==> config.mk <==
export PLATFORM = sky130hd
export DESIGN_NAME = pixel_blend_mode_unit_core
export DESIGN_NICKNAME = d
export VERILOG_FILES = /design/src/rtl/pbm_pkg.sv /design/src/rtl/pixel_blend_mode_unit_core.sv
export SDC_FILE = /design/constraint.sdc
export NUM_CORES = 2
export LEC_CHECK = 0
export BUFFER_PORTS_ARGS = -buffer_cell sky130_fd_sc_hd__buf_2
export CORE_MARGIN = 4
export CORE_UTILIZATION = 51
export CTS_CLUSTER_SIZE = 16
export DETAILED_ROUTE_END_ITERATION = 12
export GPL_TIMING_DRIVEN = 1
export PLACE_DENSITY = 0.67
export SLEW_MARGIN = 40
export SYNTH_ARGS = -nofsm -noshare
export SYNTH_HDL_FRONTEND = slang
export SYNTH_SLANG_ARGS = --single-unit
==> constraint.sdc <==
create_clock -name clk_i -period 15.5 [get_ports clk_i]
set_input_delay 2.325 -clock clk_i [delete_from_list [all_inputs] [get_ports clk_i]]
set_output_delay 2.325 -clock clk_i [all_outputs]
set_load 0.005 [all_outputs]
==> src/rtl/pbm_pkg.sv <==
package pbm_pkg;

  // Channel limits and the percent scale of the alpha mix.
  localparam logic [7:0] ChMax   = 8'd255;
  localparam logic [6:0] PctFull = 7'd100;

  // Division by 100 as a multiply by ceil(2^20 / 100) and a shift by 20.
  // This is exact for every sum below 43690, and a mix sum never exceeds 25500.
  localparam int unsigned DivShift = 20;
  localparam logic [13:0] DivRecip = 14'd10486;

  // Configuration register indexes.
  localparam logic CfgBlendMode = 1'b0;
  localparam logic CfgAlpha     = 1'b1;

  // Blend modes.
  typedef enum logic [2:0] {
    MODE_MULTIPLY    = 3'd0,
    MODE_SCREEN      = 3'd1,
    MODE_OVERLAY     = 3'd2,
    MODE_DARKEN      = 3'd3,
    MODE_LIGHTEN     = 3'd4,
    MODE_DIFFERENCE  = 3'd5,
    MODE_ADDITIVE    = 3'd6,
    MODE_SUBTRACTIVE = 3'd7
  } blend_mode_e;

  // One input transfer: the base pixel and the top pixel.
  typedef struct packed {
    logic [7:0] base_red;
    logic [7:0] base_green;
    logic [7:0] base_blue;
    logic [7:0] top_red;
    logic [7:0] top_green;
    logic [7:0] top_blue;
  } pbm_in_t;

  // One result transfer.
  typedef struct packed {
    logic [7:0] out_red;
    logic [7:0] out_green;
    logic [7:0] out_blue;
  } pbm_out_t;

endpackage

==> src/rtl/pixel_blend_mode_unit_core.sv <==
// A pixel taken with start is registered through the stages below and appears on result_o,
// marked by result_valid_o, for one cycle.
// Throughput: one pixel per cycle; four register stages (products, blend select,
// alpha mix, divide by 100). busy stays low since the receiver cannot stall.
// Reset (rst_ni low, asynchronous) empties the pipeline and sets the blend mode
// to multiply and alpha to 100 percent.
module pixel_blend_mode_unit_core
  import pbm_pkg::*;
(
  input  logic       clk_i,
  input  logic       rst_ni,
  input  logic       start,
  output logic       busy,
  input  pbm_in_t    pixel_i,
  output logic       result_valid_o,
  output pbm_out_t   result_o,
  input  logic       cfg_we_i,
  input  logic       cfg_idx_i,
  input  logic [6:0] cfg_wdata_i
);

  localparam int unsigned NumCh = 3;

  // The pipeline never holds off new pixels.
  assign busy = 1'b0;

  logic accept;
  assign accept = start && !busy;

  // Configuration registers.
  blend_mode_e mode_q;
  logic [6:0]  alpha_q;

  always_ff @(posedge clk_i or negedge rst_ni) begin
    if (!rst_ni) begin
      mode_q  <= MODE_MULTIPLY;
      alpha_q <= PctFull;
    end else if (cfg_we_i) begin
      case (cfg_idx_i)
        CfgBlendMode: mode_q  <= blend_mode_e'(cfg_wdata_i[2:0]);
        CfgAlpha:     alpha_q <= cfg_wdata_i;
        default: ;
      endcase
    end
  end

  // Alpha values above 100 act as 100.
  logic [6:0] alpha_sat;
  assign alpha_sat = (alpha_q > PctFull) ? PctFull : alpha_q;

  // Split the input pixel into channel lanes: 0 red, 1 green, 2 blue.
  logic [7:0] base_in [NumCh];
  logic [7:0] top_in  [NumCh];
  assign base_in[0] = pixel_i.base_red;
  assign base_in[1] = pixel_i.base_green;
  assign base_in[2] = pixel_i.base_blue;
  assign top_in[0]  = pixel_i.top_red;
  assign top_in[1]  = pixel_i.top_green;
  assign top_in[2]  = pixel_i.top_blue;

  // Stage A: the two 8x8 products that multiply, screen and overlay need.
  logic        vld_a_q;
  blend_mode_e mode_a_q;
  logic [6:0]  alpha_a_q;
  logic [7:0]  base_a_q [NumCh];
  logic [7:0]  top_a_q  [NumCh];
  logic [15:0] mul_a_q  [NumCh];
  logic [15:0] scr_a_q  [NumCh];

  always_ff @(posedge clk_i or negedge rst_ni) begin
    if (!rst_ni) begin
      vld_a_q <= 1'b0;
    end else begin
      vld_a_q <= accept;
    end
  end

  always_ff @(posedge clk_i) begin
    if (accept) begin
      mode_a_q  <= mode_q;
      alpha_a_q <= alpha_sat;
      for (int c = 0; c < NumCh; c++) begin
        base_a_q[c] <= base_in[c];
        top_a_q[c]  <= top_in[c];
        mul_a_q[c]  <= {8'd0, base_in[c]} * {8'd0, top_in[c]};
        scr_a_q[c]  <= {8'd0, ~base_in[c]} * {8'd0, ~top_in[c]};
      end
    end
  end

  // Stage B: select the blend result of each channel.
  logic [7:0] blend_d [NumCh];

  always_comb begin
    logic [8:0] sum9;
    for (int c = 0; c < NumCh; c++) begin
      sum9 = {1'b0, base_a_q[c]} + {1'b0, top_a_q[c]};
      case (mode_a_q)
        MODE_MULTIPLY:    blend_d[c] = mul_a_q[c][15:8];
        MODE_SCREEN:      blend_d[c] = ChMax - scr_a_q[c][15:8];
        MODE_OVERLAY: begin
          if (!base_a_q[c][7]) begin
            blend_d[c] = mul_a_q[c][14:7];
          end else begin
            blend_d[c] = ChMax - scr_a_q[c][14:7];
          end
        end
        MODE_DARKEN:
          blend_d[c] = (base_a_q[c] < top_a_q[c]) ? base_a_q[c] : top_a_q[c];
        MODE_LIGHTEN:
          blend_d[c] = (base_a_q[c] > top_a_q[c]) ? base_a_q[c] : top_a_q[c];
        MODE_DIFFERENCE:
          blend_d[c] = (base_a_q[c] > top_a_q[c]) ? (base_a_q[c] - top_a_q[c])
                                                  : (top_a_q[c] - base_a_q[c]);
        MODE_ADDITIVE:    blend_d[c] = sum9[8] ? ChMax : sum9[7:0];
        MODE_SUBTRACTIVE: begin
          if (sum9 > {1'b0, ChMax}) begin
            blend_d[c] = 8'(sum9 - {1'b0, ChMax});
          end else begin
            blend_d[c] = 8'd0;
          end
        end
        default:          blend_d[c] = 8'd0;
      endcase
    end
  end

  logic       vld_b_q;
  logic [6:0] alpha_b_q;
  logic [7:0] base_b_q  [NumCh];
  logic [7:0] blend_b_q [NumCh];

  always_ff @(posedge clk_i or negedge rst_ni) begin
    if (!rst_ni) begin
      vld_b_q <= 1'b0;
    end else begin
      vld_b_q <= vld_a_q;
    end
  end

  always_ff @(posedge clk_i) begin
    if (vld_a_q) begin
      alpha_b_q <= alpha_a_q;
      for (int c = 0; c < NumCh; c++) begin
        base_b_q[c]  <= base_a_q[c];
        blend_b_q[c] <= blend_d[c];
      end
    end
  end

  // Stage C: weighted sum alpha*blend + (100-alpha)*base, at most 25500.
  logic [6:0]  inv_alpha;
  logic [14:0] sum_d [NumCh];
  assign inv_alpha = PctFull - alpha_b_q;

  always_comb begin
    for (int c = 0; c < NumCh; c++) begin
      sum_d[c] = ({8'd0, alpha_b_q} * {7'd0, blend_b_q[c]})
               + ({8'd0, inv_alpha} * {7'd0, base_b_q[c]});
    end
  end

  logic        vld_c_q;
  logic [14:0] sum_c_q [NumCh];

  always_ff @(posedge clk_i or negedge rst_ni) begin
    if (!rst_ni) begin
      vld_c_q <= 1'b0;
    end else begin
      vld_c_q <= vld_b_q;
    end
  end

  always_ff @(posedge clk_i) begin
    if (vld_b_q) begin
      for (int c = 0; c < NumCh; c++) begin
        sum_c_q[c] <= sum_d[c];
      end
    end
  end

  // Stage D: divide by 100 through the reciprocal; the quotient starts at bit 20.
  logic        vld_d_q;
  logic [28:0] quo_d_q [NumCh];

  always_ff @(posedge clk_i or negedge rst_ni) begin
    if (!rst_ni) begin
      vld_d_q <= 1'b0;
    end else begin
      vld_d_q <= vld_c_q;
    end
  end

  always_ff @(posedge clk_i) begin
    if (vld_c_q) begin
      for (int c = 0; c < NumCh; c++) begin
        quo_d_q[c] <= {14'd0, sum_c_q[c]} * {15'd0, DivRecip};
      end
    end
  end

  // Result ports.
  assign result_valid_o    = vld_d_q;
  assign result_o.out_red   = quo_d_q[0][DivShift +: 8];
  assign result_o.out_green = quo_d_q[1][DivShift +: 8];
  assign result_o.out_blue  = quo_d_q[2][DivShift +: 8];

`ifndef SYNTHESIS
  // A result only leaves for a pixel that was taken with start.
  assert property (@(posedge clk_i) disable iff (!rst_ni)
    result_valid_o |-> $past(start, 4))
    else $error("result without a pixel transfer four cycles earlier");

  // Alpha carried with a pixel is always saturated.
  assert property (@(posedge clk_i) disable iff (!rst_ni)
    vld_a_q |-> (alpha_a_q <= PctFull))
    else $error("unsaturated alpha in the pipeline");

  // Zero alpha gives one hundred times the base channel before the divide.
  assert property (@(posedge clk_i) disable iff (!rst_ni)
    (vld_b_q && (alpha_b_q == 7'd0))
      |=> (sum_c_q[0] == 15'($past(base_b_q[0]) * 15'd100)))
    else $error("zero alpha mix differs from base");

  // Full alpha gives the pure blend result.
  assert property (@(posedge clk_i) disable iff (!rst_ni)
    (vld_b_q && (alpha_b_q == PctFull))
      |=> (sum_c_q[0] == 15'($past(blend_b_q[0]) * 15'd100)))
    else $error("full alpha mix differs from blend");

  // The divided mix never leaves the channel range.
  assert property (@(posedge clk_i) disable iff (!rst_ni)
    vld_d_q |-> (quo_d_q[0][28] == 1'b0))
    else $error("mix quotient out of channel range");
`endif

endmodule
==> impl_metrics.json <==
{
  "detail_route.wl_per_cell_um": 16.6,
  "synth-seq-area-share_pct": 16.2,
  "cpPeakStageDelay_ns": 0.66,
  "end_kind": "register",
  "path_cells": "buf_4 -> inv_1 -> ha_2 -> nand2_1 -> fa_1 -> fa_1 -> inv_1 -> fa_1 -> fa_1 -> fa_1 -> inv_1 -> fa_1 -> inv_1 -> ha_1 -> a21o_1 -> a31o_2 -> a41o_1 -> o41ai_4 -> mux2i_1 -> or4b_1",
  "place_area_um2": 47400,
  "rsz0062_at_grt": "no",
  "relSlewSlack_pct": 43.7,
  "std_cell_rows": 109,
  "path_buf_inv": 5,
  "tns_ns": 0,
  "hpwl_mm": 79.9,
  "clock_sinks": 250,
  "firstDrtPassIters": 5,
  "synth_fp_nets": 6192,
  "die-area_um2": 94700,
  "first_iter_violations": 1742,
  "fin_crit_sh_pct": 44.7,
  "crit_type": "reg2reg",
  "gp_congestion": 0.899,
  "fillCellCount": 7871,
  "path_clk_slew_ns": 0.06,
  "clock_latency_ns": 0.57,
  "crit_path_start_kind": "register",
  "drv_slew": 0,
  "critical_path.max_fanout": 50,
  "cts_resized": 0,
  "ys_top_cells_by_count": "inv_1 (1,018), ha_1 (742), fa_1 (663), and2_1 (298), nand2_1 (286)",
  "post-route-drc-count": 0,
  "synthesis.area_um2": 45800,
  "num_vias": 31526,
  "cts_tree": "built",
  "synth_flop_cell": "edfxtp_1",
  "grt_pass1_vias": 33241,
  "area_growth_pct": 6.01,
  "grt_max_degree": 58,
  "gr-usage-all-layers_pct": 21.6,
  "worstMarginPinSlew_ns": 0.843,
  "finalWirelength_mm": 98.2,
  "cp_top_family": "adder cells",
  "port_buffers": 84,
  "fmax_ghz": 0.144,
  "yosys_warnings": 0,
  "coreArea_um2": 88800,
  "fin_area_um2": 48600,
  "nets": 6201,
  "path_common_cell": "fa_1",
  "cp_slowest_cell": "ha_2",
  "cts_inserted_buffers": 34,
  "drive_gt1_share_pct": 6.70,
  "antenna_found_initial": 1,
  "syn_inst": 4727,
  "status": "finished clean",
  "async_reset_ff_share_pct": 5.60,
  "synth_edf_count": 236,
  "start_util_pct": 51.6,
  "finalHoldViolCount": 0,
  "synth.distinct_cells": 85,
  "synth.top_cell.area_share_pct": 29.0,
  "ys_ff_latch": 250,
  "ant_nets": 0,
  "ios": 86,
  "synthTopCellsByArea": "fa_1 (29%), ha_1 (20%), edfxtp_1 (15%)",
  "post_cts_buffers": 0,
  "grt_remaining_overflow": 0,
  "synth_top_area_cell": "fa_1",
  "ctsHtreeMaxLevel": 2,
  "post_drt_via_cell_ratio": 5.32,
  "die_y_um": 308,
  "hold_path_class": "reg2reg",
  "die_x_um": 308,
  "cts_root_buffer": "clkbuf_16",
  "drv_cap": 0,
  "yosysMostFrequentCell": "inv_1",
  "avgSynthCellArea_um2": 9.69,
  "grt_pass1_wl_mm": 168,
  "fin_crit_ns": 6.92,
  "finalSetupViolCount": 0,
  "insertedDiodeCount": 0,
  "cp_data_required_time_ns": 15.80,
  "postCtsHoldBufs": 0,
  "arrival_ns": 7.23,
  "skew_ns": 0.0214,
  "clk_path_buf_depth": 3,
  "reg2reg_slack_ns": 8.58
}
## cell usage in the layout (no fill, tap or decap), drive strengths merged, types with 7 or more instances in the layout
cell     count
o41ai        9
clkinv      13
nand2      287
ha         742
a221oi      22
buf        109
o21ai      109
mux2        19
o21a        16
a31o        10
mux2i       41
a21o        29
a21oi      183
nand3b       7
a31oi       19
nor3        38
nor2b       50
a2111oi     11
edfxtp     236
nand3       45
or2        100
nand4       14
clkbuf      38
fa         663
and3        20
xor2        54
o21bai      12
a211oi      24
o211ai      21
xnor2      115
o31ai        8
dfrtp       11
nor2       235
inv       1022
or3         14
and2       298
nand2b      23
## final timing paths
path	from	to	cells after the start
min	alpha_a_q[4]	alpha_b_q[4]	0
min in group asynchronous	rst_ni	result_valid_o	1
max in group asynchronous	rst_ni	alpha_q[2]	1
max reg2reg	alpha_b_q[0]	sum_c_q[0][14]	20
max	alpha_b_q[0]	sum_c_q[0][14]	20
min reg2reg	alpha_a_q[4]	alpha_b_q[4]	0
## cell families (layout without fill, tap and decap cells)
kind of cell / count (synthesis) / in the layout / share of synthesized area (%)
and+or+nand+nor: 1153 / 1153 / 12.8
muxes: 60 / 60 / 1.36
xor gates and xnor gates: 169 / 169 / 3.25
DFF: 250 / 250 / 16.2
AOI/OAI and AO/OA: 535 / 535 / 7.57
adders and majority gates: 1405 / 1405 / 49.2
buffers and inverters: 1154 / 1189 / 9.54
other: 1 / 1 / 0.00818
## routing by layer
| metal | vias to the layer above | global-route usage, % | routed length (um) | share of wire (%) |
|---|---|---|---|---|
| met3 | 123 | 1.95 | 3940 | 4.0 |
| met1 | 15680 | 29.5 | 43900 | 45 |
| met2 | 586 | 37.7 | 48400 | 49 |
| li1 | 15137 | - | - | - |
| met4 | 0 | 4.47 | 2060 | 2.1 |
| met5 | - | 0 | 0 | 0 |
## stage by stage
step | instances | setup WS, ns | hold WS, ns | util, %
after global routing | 5927 | 8.25 | 0.431 | 54.7
after floorplan | 4727 | 8.48 | 0.400 | -
after global placement | 5862 | 8.15 | 0.405 | 53.3
final | 5927 | 8.58 | 0.408 | 54.7
after CTS | 5926 | 8.14 | 0.414 | 54.7
after detailed placement | 5864 | 8.14 | 0.406 | 53.4
## worst reg2reg max path: cells and delay by family, from the launching register on
| family | cells | cell delay [ns] |
|---|---|---|
| flip-flops | 1 | 0.32 |
| AND/OR/NAND/NOR | 2 | 0.66 |
| adder cells (fa/ha/maj) | 8 | 3.93 |
| buffers and inverters | 5 | 0.70 |
| AO/OA/AOI/OAI | 4 | 0.96 |
| multiplexers | 1 | 0.11 |
## layout make-up
cell class | count | area (um2) | area share (%)
multi-input cells | 3323 | 34100 | 70.1
clock buffers | 38 | 897 | 1.85
clock inverters | 24 | 270 | 0.556
flip-flops and latches | 250 | 7450 | 15.3
inverters | 1018 | 3820 | 7.87
well taps | 1165 | 1460 | 3.00
repair buffers | 109 | 622 | 1.28
## sequential cells by signal, summed over array words and instances (netlist names)
signal	cells
quo_d_q	24
scr_a_q	27
vld_b_q	1
top_a_q	24
result_valid_o	1
sum_c_q	45
mul_a_q	27
blend_b_q	24
mode_q	3
alpha_a_q	7
base_a_q	24
alpha_b_q	7
base_b_q	24
vld_c_q	1
alpha_q	7
vld_a_q	1
mode_a_q	3
Power is not shown: default switching activity piles up to over one toggle a cycle in this logic, so the estimate is an artifact.
